==> src/rtl/edfw_pkg.sv <==
package edfw_pkg;

	localparam int CAPACITY = 64;
	localparam int IDX_W    = (CAPACITY > 1) ? $clog2(CAPACITY) : 1;
	localparam int CNT_W    = 7;
	localparam int ID_W     = 8;
	localparam int TIME_W   = 32;
	localparam int DL_W     = TIME_W + 1;
	localparam int CFG_IDX_W = 8;
	localparam int CFG_DATA_W = 32;
	localparam int IN_DATA_W  = ID_W + TIME_W;
	localparam int OUT_DATA_W = ID_W + DL_W + CNT_W;

	localparam logic [CFG_IDX_W-1:0] CFG_POLICY  = CFG_IDX_W'(0);
	localparam logic [CFG_IDX_W-1:0] CFG_BURNOUT = CFG_IDX_W'(1);

	typedef enum logic [1:0] {
		MODE_ADD    = 2'd0,
		MODE_REMOVE = 2'd1,
		MODE_QUERY  = 2'd2
	} mode_t;

	typedef enum logic [1:0] {
		ST_DONE    = 2'd0,
		ST_IGNORED = 2'd1,
		ST_EMPTY   = 2'd2
	} status_t;

	typedef enum logic [1:0] {
		S_IDLE,
		S_SCAN,
		S_RESP
	} state_t;

	typedef struct packed {
		logic [ID_W-1:0]   id;
		logic [TIME_W-1:0] stamp;
	} entry_t;

	typedef struct packed {
		logic             shift;
		logic             load;
		logic [IDX_W-1:0] load_idx;
		entry_t           load_word;
	} ring_ctrl_t;

endpackage

==> src/rtl/edfw_cell.sv <==
module edfw_cell (
	input  logic            clk,
	input  logic            shift,
	input  logic            load,
	input  edfw_pkg::entry_t load_word,
	input  edfw_pkg::entry_t next_word,
	output edfw_pkg::entry_t word
);

	edfw_pkg::entry_t word_q;

	// a load replaces whatever would have come from the neighbour
	always_ff @(posedge clk) begin
		if (load) begin
			word_q <= load_word;
		end else if (shift) begin
			word_q <= next_word;
		end
	end

	assign word = word_q;

endmodule

==> src/rtl/edfw_chain.sv <==
module edfw_chain (
	input  logic                 clk,
	input  edfw_pkg::ring_ctrl_t ctrl,
	output edfw_pkg::entry_t     head
);

	edfw_pkg::entry_t words [edfw_pkg::CAPACITY];

	for (genvar k = 0; k < edfw_pkg::CAPACITY; k++) begin : g_cell
		localparam int NEXT = (k + 1) % edfw_pkg::CAPACITY;
		logic load_k;

		assign load_k = ctrl.load && (ctrl.load_idx == edfw_pkg::IDX_W'(k));

		edfw_cell u_cell (
			.clk       (clk),
			.shift     (ctrl.shift),
			.load      (load_k),
			.load_word (ctrl.load_word),
			.next_word (words[NEXT]),
			.word      (words[k])
		);
	end

	assign head = words[0];

endmodule

==> src/rtl/edf_fifo_wait_table_top.sv <==
// channel  | dir | handshake                 | payload
// s_axis   | in  | s_axis_tvalid/tready      | tuser mode, tdata coder_id, compile_time
// m_axis   | out | m_axis_tvalid/tready      | tuser status, tdata id, deadline, count
// cfg      | in  | cfg_valid/cfg_ready       | cfg_index, cfg_data
//
// add, fifo query, queries and removes on an empty table and unknown modes go
// from accept straight to the response state. remove and edf query on a
// non-empty table first scan one full turn of the cell ring past the head cell.
// the next word is taken once the result sits in the output register; a full
// output register that is not drained holds the block in its response state.
// reset clears control state only; the cells hold nothing meaningful until written.
module edf_fifo_wait_table_top (
	input  logic                              clk,
	input  logic                              arst_n,
	input  logic                              s_axis_tvalid,
	output logic                              s_axis_tready,
	input  logic [edfw_pkg::IN_DATA_W-1:0]    s_axis_tdata,  // coder_id, compile_time
	input  logic [1:0]                        s_axis_tuser,  // mode
	output logic                              m_axis_tvalid,
	input  logic                              m_axis_tready,
	output logic [edfw_pkg::OUT_DATA_W-1:0]   m_axis_tdata,  // chosen_id, chosen_deadline, entry_count
	output logic [1:0]                        m_axis_tuser,  // status
	input  logic                              cfg_valid,
	output logic                              cfg_ready,
	input  logic [edfw_pkg::CFG_IDX_W-1:0]    cfg_index,
	input  logic [edfw_pkg::CFG_DATA_W-1:0]   cfg_data
);

	localparam int IDX_W = edfw_pkg::IDX_W;
	localparam int CNT_W = edfw_pkg::CNT_W;
	localparam int ID_W  = edfw_pkg::ID_W;
	localparam int TW    = edfw_pkg::TIME_W;
	localparam int DL_W  = edfw_pkg::DL_W;

	edfw_pkg::state_t     state_q, state_d;
	edfw_pkg::mode_t      mode_q;
	logic [ID_W-1:0]      cmd_id_q;
	logic [TW-1:0]        cmd_time_q;
	logic [CNT_W-1:0]     count_q;
	logic [IDX_W-1:0]     step_q;
	logic                 found_q;
	logic [IDX_W-1:0]     match_q;
	logic [ID_W-1:0]      best_id_q;
	logic [DL_W-1:0]      best_dl_q;
	logic                 policy_q;
	logic [TW-1:0]        burnout_q;

	logic                 out_valid_q;
	edfw_pkg::status_t    out_status_q;
	logic [ID_W-1:0]      out_id_q;
	logic [DL_W-1:0]      out_dl_q;
	logic [CNT_W-1:0]     out_count_q;

	edfw_pkg::ring_ctrl_t ring;
	edfw_pkg::entry_t     head;
	edfw_pkg::mode_t      in_mode;
	logic                 in_fire, cfg_fire, resp_fire, needs_scan;
	logic                 last_step, active, head_match, at_tail;
	logic [DL_W-1:0]      head_dl;
	logic [CNT_W:0]       move_idx;
	edfw_pkg::status_t    res_status;
	logic [ID_W-1:0]      res_id;
	logic [DL_W-1:0]      res_dl;
	logic [CNT_W-1:0]     res_count;

	assign in_mode   = edfw_pkg::mode_t'(s_axis_tuser);
	assign in_fire   = s_axis_tvalid && s_axis_tready;
	assign cfg_ready = 1'b1;
	assign cfg_fire  = cfg_valid && cfg_ready;
	assign resp_fire = (state_q == edfw_pkg::S_RESP) && (!out_valid_q || m_axis_tready);

	assign needs_scan = (count_q != '0) && ((in_mode == edfw_pkg::MODE_REMOVE) ||
		((in_mode == edfw_pkg::MODE_QUERY) && policy_q));

	assign head_dl    = {1'b0, head.stamp} + {1'b0, burnout_q};
	assign last_step  = (step_q == IDX_W'(edfw_pkg::CAPACITY - 1));
	assign active     = (CNT_W'(step_q) < count_q);
	assign head_match = active && (head.id == cmd_id_q);
	assign at_tail    = (CNT_W'(step_q) == count_q - CNT_W'(1));
	// cell that slot match_q passes into on the edge ending the tail step
	assign move_idx   = (CNT_W+1)'(edfw_pkg::CAPACITY) - {1'b0, count_q} +
		(CNT_W+1)'(match_q);

	edfw_chain u_chain (
		.clk  (clk),
		.ctrl (ring),
		.head (head)
	);

	// next state
	always_comb begin
		state_d = state_q;
		unique case (state_q)
			edfw_pkg::S_IDLE: begin
				if (in_fire) begin
					state_d = needs_scan ? edfw_pkg::S_SCAN : edfw_pkg::S_RESP;
				end
			end
			edfw_pkg::S_SCAN: begin
				if (last_step) begin
					state_d = edfw_pkg::S_RESP;
				end
			end
			edfw_pkg::S_RESP: begin
				if (resp_fire) begin
					state_d = edfw_pkg::S_IDLE;
				end
			end
			default: state_d = edfw_pkg::S_IDLE;
		endcase
	end

	// outputs: handshake and ring control
	always_comb begin
		s_axis_tready  = 1'b0;
		ring.shift     = 1'b0;
		ring.load      = 1'b0;
		ring.load_idx  = count_q[IDX_W-1:0];
		ring.load_word = '{id: cmd_id_q, stamp: cmd_time_q};
		unique case (state_q)
			edfw_pkg::S_IDLE: begin
				s_axis_tready = 1'b1;
			end
			edfw_pkg::S_SCAN: begin
				ring.shift = 1'b1;
				// last entry fills the hole left by the earlier match
				if ((mode_q == edfw_pkg::MODE_REMOVE) && at_tail && found_q) begin
					ring.load      = 1'b1;
					ring.load_idx  = move_idx[IDX_W-1:0];
					ring.load_word = head;
				end
			end
			edfw_pkg::S_RESP: begin
				if (resp_fire && (mode_q == edfw_pkg::MODE_ADD) &&
						(count_q < CNT_W'(edfw_pkg::CAPACITY))) begin
					ring.load = 1'b1;
				end
			end
			default: ;
		endcase
	end

	// result of the item in hand
	always_comb begin
		res_status = edfw_pkg::ST_IGNORED;
		res_id     = '0;
		res_dl     = '0;
		res_count  = count_q;
		unique case (mode_q)
			edfw_pkg::MODE_ADD: begin
				if (count_q < CNT_W'(edfw_pkg::CAPACITY)) begin
					res_status = edfw_pkg::ST_DONE;
					res_count  = count_q + CNT_W'(1);
				end
			end
			edfw_pkg::MODE_REMOVE: begin
				if (found_q) begin
					res_status = edfw_pkg::ST_DONE;
					res_count  = count_q - CNT_W'(1);
				end
			end
			edfw_pkg::MODE_QUERY: begin
				if (count_q == '0) begin
					res_status = edfw_pkg::ST_EMPTY;
				end else begin
					res_status = edfw_pkg::ST_DONE;
					res_id     = policy_q ? best_id_q : head.id;
					res_dl     = policy_q ? best_dl_q : head_dl;
				end
			end
			default: ;
		endcase
	end

	always_ff @(posedge clk or negedge arst_n) begin
		if (!arst_n) begin
			state_q     <= edfw_pkg::S_IDLE;
			count_q     <= '0;
			step_q      <= '0;
			found_q     <= 1'b0;
			policy_q    <= 1'b1;
			burnout_q   <= '0;
			out_valid_q <= 1'b0;
		end else begin
			state_q <= state_d;
			if (cfg_fire) begin
				unique case (cfg_index)
					edfw_pkg::CFG_POLICY: begin
						policy_q <= cfg_data[0];
					end
					edfw_pkg::CFG_BURNOUT: begin
						burnout_q <= cfg_data[TW-1:0];
					end
					default: ;
				endcase
			end
			if (in_fire) begin
				step_q  <= '0;
				found_q <= 1'b0;
			end else if (state_q == edfw_pkg::S_SCAN) begin
				step_q <= last_step ? '0 : step_q + IDX_W'(1);
				if ((mode_q == edfw_pkg::MODE_REMOVE) && head_match && !found_q) begin
					found_q <= 1'b1;
				end
			end
			if (resp_fire) begin
				count_q     <= res_count;
				out_valid_q <= 1'b1;
			end else if (m_axis_tready) begin
				out_valid_q <= 1'b0;
			end
		end
	end

	// payload registers
	always_ff @(posedge clk) begin
		if (in_fire) begin
			mode_q     <= in_mode;
			cmd_id_q   <= s_axis_tdata[ID_W-1:0];
			cmd_time_q <= s_axis_tdata[ID_W +: TW];
		end
		if (state_q == edfw_pkg::S_SCAN) begin
			if ((mode_q == edfw_pkg::MODE_REMOVE) && head_match && !found_q) begin
				match_q <= step_q;
			end
			if (active && ((step_q == '0) || (head_dl < best_dl_q))) begin
				best_id_q <= head.id;
				best_dl_q <= head_dl;
			end
		end
		if (resp_fire) begin
			out_status_q <= res_status;
			out_id_q     <= res_id;
			out_dl_q     <= res_dl;
			out_count_q  <= res_count;
		end
	end

	assign m_axis_tvalid = out_valid_q;
	assign m_axis_tuser  = out_status_q;
	assign m_axis_tdata  = {out_count_q, out_dl_q, out_id_q};

endmodule

==> config.mk <==
export PLATFORM = sky130hd
export DESIGN_NAME = edf_fifo_wait_table_top
export DESIGN_NICKNAME = d
export VERILOG_FILES = /design/src/rtl/edfw_pkg.sv /design/src/rtl/edfw_cell.sv /design/src/rtl/edfw_chain.sv /design/src/rtl/edf_fifo_wait_table_top.sv
export SDC_FILE = /design/constraint.sdc
export NUM_CORES = 2
export LEC_CHECK = 0
export BUFFER_PORTS_ARGS = -buffer_cell sky130_fd_sc_hd__buf_4
export CORE_MARGIN = 5
export CORE_UTILIZATION = 48
export DETAILED_ROUTE_END_ITERATION = 16
export PLACE_DENSITY_LB_ADDON = 0.15
export SLEW_MARGIN = 20
export SYNTH_ARGS = -nofsm -noshare
export SYNTH_HDL_FRONTEND = slang
export SYNTH_SLANG_ARGS = --single-unit
==> constraint.sdc <==
create_clock -name clk -period 8.4 [get_ports clk]
set_clock_uncertainty 0.15 [all_clocks]
set_input_delay 0.42 -clock clk [delete_from_list [all_inputs] [get_ports clk]]
set_output_delay 0.42 -clock clk [all_outputs]
set_load 0.03 [all_outputs]
==> out/metrics.csv <==
stage,metric,value,unit
sta,number of setup violations in the final report,0,
clock_tree,# Post-CTS Setup Buffers,0,
cells_and_area,layout-stage area growth over the synthesis result,12.1,%
global_routing,wire length of the first global-routing pass,437000,um
flow_run,count of maximum capacitance violations,0,
clock_tree,TritonCTS clock tree,done,
die,number of cell rows,183,
run_status,run status,completed,
die,initial standard-cell utilization of the core,0.483,
route,Pre-Repair DR Iteration Count,5,
critical_path,critical path start-end classification,reg -> reg,
cells_and_area,share of post-route cells with drive strength above 1,0.452,
power,switching portion of total power,0.260,
power,Internal,26.2,mW
global_routing,total gr overflow,0,
placed_design,placer congestion estimate,0.841,
critical_path,total buffers and inverters traversed by the critical path,3,
power,Static Leakage,44.2,nW
critical_path,critical path cell sequence,inv_1 > ha_1 > and2_1 > o21a_1 > o31ai_1 > nand4_1 > buf_4 > or3b_1 > a21oi_1 > a31o_2 > nand3_2 > nand2b_2 > buf_16,
route,1st-iter DRT viols,5144,
clock_tree,Max Buffers Root-to-Sink,4,
logic_synthesis,Post-Synthesis Mean Instance Area,17.8,sq um
critical_path,standard cell with the maximum stage delay on the critical path,sky130_fd_sc_hd__nand2b_2,
logic_synthesis,Syn Inst Count,6764,
power,sequential group share of total power,0.508,
logic_synthesis,number of different library cells in the post-synthesis netlist,80,
route,per-cell routed wire length,28.8,um
sta,period utilization,0.706,
clock_tree,"Clk Latency, worst-skew pair",940,ps
clock_tree,TritonCTS Buffers,309,
logic_synthesis,count of synthesis-stage warnings from yosys,0,
critical_path,capturing instance or port of the critical path,u_chain.g_cell[27].u_cell.word[25],
power,power density over cell area,263,nW/um^2
critical_path,Worst R2R Start,count_q[1],
critical_path,endpoint of the worst-slack reg-to-reg timing path,u_chain.g_cell[27].u_cell.word[25],
clock_tree,Max H-tree Level,5,
critical_path,path length in cells of the critical path,13,
critical_path,first element of the critical path,count_q[1],
critical_path,largest delay contributor family on the critical path,simple AND/OR/NAND/NOR gates,
cells_and_area,Final Core Density,0.541,
die,count of pins on the block boundary,140,
sta,unrepaired setup endpoints after global routing,false,
min_path,count of cells along the worst hold path,4,
clock_tree,"CTS clk-pin slew, worst paths",60,ps
sta,clock period minus final worst setup slack,5930,ps
logic_synthesis,sequential share of the synthesized area,0.685,
die,die footprint,260000,sq um
global_routing,antenna violations before repair,27,
placed_design,Port Buffers,138,
die,area of the core,249000,sq um
min_path,path type of the worst min-delay path,in -> reg,
power,maximum vdd drop,0.000226,V
route,total wirelength of the detailed-routed design,300000,um
global_routing,maximum number of pins on one net before global-route repair,65,
sta,max-slew violation total from the final report,0,
logic_synthesis,Syn Nets,6936,
critical_path,"Req. time, crit path",8880,ps
critical_path,endpoint class of the critical path,flip-flop,
sta,final hold viol count,0,
critical_path,maximum fanout count along the critical path,41,
global_routing,number of global-route vias before repair,62200,
route,Via Count,59800,
route,post-detailed-route DRC marker count,0,
clock_tree,library cell used as clock root buffer,sky130_fd_sc_hd__clkbuf_16,
placed_design,DP Wirelength,181000,um
cells_and_area,number of filler instances in the final layout,19300,
die,width of the die,510,um
route,remaining antenna violation count,0,
sta,Setup TNS,0,ps
critical_path,launching element type of the critical path,flip-flop,
critical_path,slack of the worst reg-to-reg path,2470,ps
logic_synthesis,number of flops mapped to enable cells by yosys,2699,
logic_synthesis,flip-flop and latch count after synthesis,2749,
logic_synthesis,netlist area before placement,120000,sq um
die,chip height,510,um
critical_path,"Largest stage delay, worst path",930,ps
critical_path,count of cells along the worst register-to-register path,13,
global_routing,GRT Util Overall,0.227,
sta,worst slew margin relative to its limit,0.232,
logic_synthesis,Post-synth top flop,sky130_fd_sc_hd__edfxtp_1,
critical_path,critical path arrival,6410,ps
sta,Highest Clock Rate,0.169,GHz
placed_design,Placement Setup Slack,2290,ps
cells_and_area,number of nets in the layout,7042,
sta,Worst-Margin Slew,1150,ps
route,post-detailed-route via-to-cell ratio,5.74,
power,P_sw,9.20,mW
sta,slack of the critical path,2470,ps
clock_tree,number of sinks on the clock net,2749,
power,part of the total power dissipated in the clock network,0.358,
logic_synthesis,Async SR Flop Fraction,0.0182,
power,combinational share of power,0.133,
[power groups by stage]
stage | registers [mW] | logic [mW] | clock network (mW)
after global placement | 18.3 | 4.65 | 0
final | 18.0 | 4.72 | 12.7
after floorplan | 18.1 | 2.74 | 0
after detailed placement | 18.2 | 4.70 | 0
after CTS | 18.0 | 4.77 | 12.9
after global routing | 18.1 | 5.05 | 13.5
[layout by cell type (no fill, tap or decap), drive strengths merged, types with 18 or more instances in the layout]
| cell | count |
|---|---|
| a21o | 28 |
| a21oi | 52 |
| buf | 272 |
| clkbuf | 395 |
| clkinv | 106 |
| dfrtp | 49 |
| dlygate4sd3 | 80 |
| edfxtp | 2699 |
| ha | 83 |
| inv | 67 |
| mux2 | 2635 |
| mux2i | 31 |
| nand2 | 61 |
| nand2b | 35 |
| nand3 | 20 |
| nor2 | 128 |
| nor3 | 18 |
| o21ai | 36 |
| or2 | 60 |
| xnor2 | 33 |
| xor2 | 23 |
[sequential cells by signal, indices dropped and copies added, names as in the netlist]
signal and cells:
best_dl_q 33, best_id_q 8, burnout_q 32, cmd_id_q 8, cmd_time_q 32, count_q 7, found_q 1, m_axis_tuser 2
m_axis_tvalid 1, match_q 6, mode_q 2, out_count_q 7, out_dl_q 33, out_id_q 8, policy_q 1, state_q 2
step_q 6, u_chain.g_cell.u_cell.word 2560
[through the flow]
| step | power, mW | hold WS (ps) | instances | cell area, sq um |
|---|---|---|---|---|
| 3_3_place_gp | 22.9 | 343 | 9795 | 124000 |
| 6_report | 35.4 | 78.5 | 10400 | 135000 |
| 3_5_place_dp | 22.9 | 351 | 9799 | 124000 |
| 2_1_floorplan | 20.8 | -25.6 | 6764 | 120000 |
| 5_1_grt | 36.7 | 51.5 | 10400 | 135000 |
| 4_1_cts | 35.7 | 5.13 | 10400 | 134000 |
[tightest hold or removal path, stage by stage]
cell and delay, ps:
sky130_fd_sc_hd__buf_4 80, sky130_fd_sc_hd__nand3_1 50, sky130_fd_sc_hd__buf_4 280, sky130_fd_sc_hd__mux2_2 280
[routing by layer]
layer  track usage  wire length, um  vias up
li1              -                -    26300
met1         0.320           134000    31600
met2         0.372           144000     1561
met3        0.0327            14800      389
met4        0.0573             7270        0
met5             0                0        -
[synth_stat cells, drive strengths merged, types with 6 or more instances]
cell	count	share of area
or2	60	0.0031
nor2	128	0.0050
nor3	18	0.00089
buf	277	0.013
o21a	13	0.00081
dfrtp	49	0.010
mux2	2635	0.25
o21bai	6	0.00037
a21oi	52	0.0022
a211oi	11	0.00069
nor2b	8	0.00042
and3	6	0.00031
a31oi	12	0.00093
nor4	7	0.00042
o21ai	36	0.0015
edfxtp	2699	0.67
clkbuf	280	0.0087
a21o	28	0.0017
nand3	20	0.00083
inv	60	0.0019
nand2	61	0.0019
ha	83	0.0086
mux2i	31	0.0026
xnor2	33	0.0024
nand4	12	0.00062
xor2	23	0.0017
nand2b	35	0.0018
[cells by family (layout without fill, tap and decap cells)]
family	count (synthesis)	after routing	synth area share
AOI/OAI and AO/OA	209	209	0.0120
xor gates and xnor gates	56	56	0.00408
adders and majority gates	85	85	0.00898
buffers and inverters	618	940	0.0232
DFF	2749	2749	0.685
muxes	2666	2666	0.250
other	1	8	0.0000312
and+or+nand+nor	380	380	0.0170
[area by class of cell]
cell class	count	area, sq um	share of cell area
inverters	61	229	0.00170
well taps	3330	4170	0.0309
flip-flops and latches	2749	82300	0.611
clock inverters	132	1070	0.00797
repair buffers	352	3050	0.0226
multi-input cells	3397	35600	0.265
clock buffers	395	8180	0.0608
diodes	7	17.5	0.000130
[worst min path at each step]
stage	from	end	slack, ps
after detailed placement	burnout_q[10]	burnout_q[10]	350
final	cfg_index[0]	burnout_q[28]	80
after floorplan	arst_n	burnout_q[0]	-30
after global placement	burnout_q[10]	burnout_q[10]	340
after global routing	s_axis_tdata[25]	cmd_time_q[17]	50
after CTS	s_axis_tdata[24]	cmd_time_q[16]	5
[timing repair]
item,CTS,global route
endpoints found under the hold margin,131,0
hold buffers,81,0
gates resized for setup,0,0
Power figures use the tool's default switching activity.
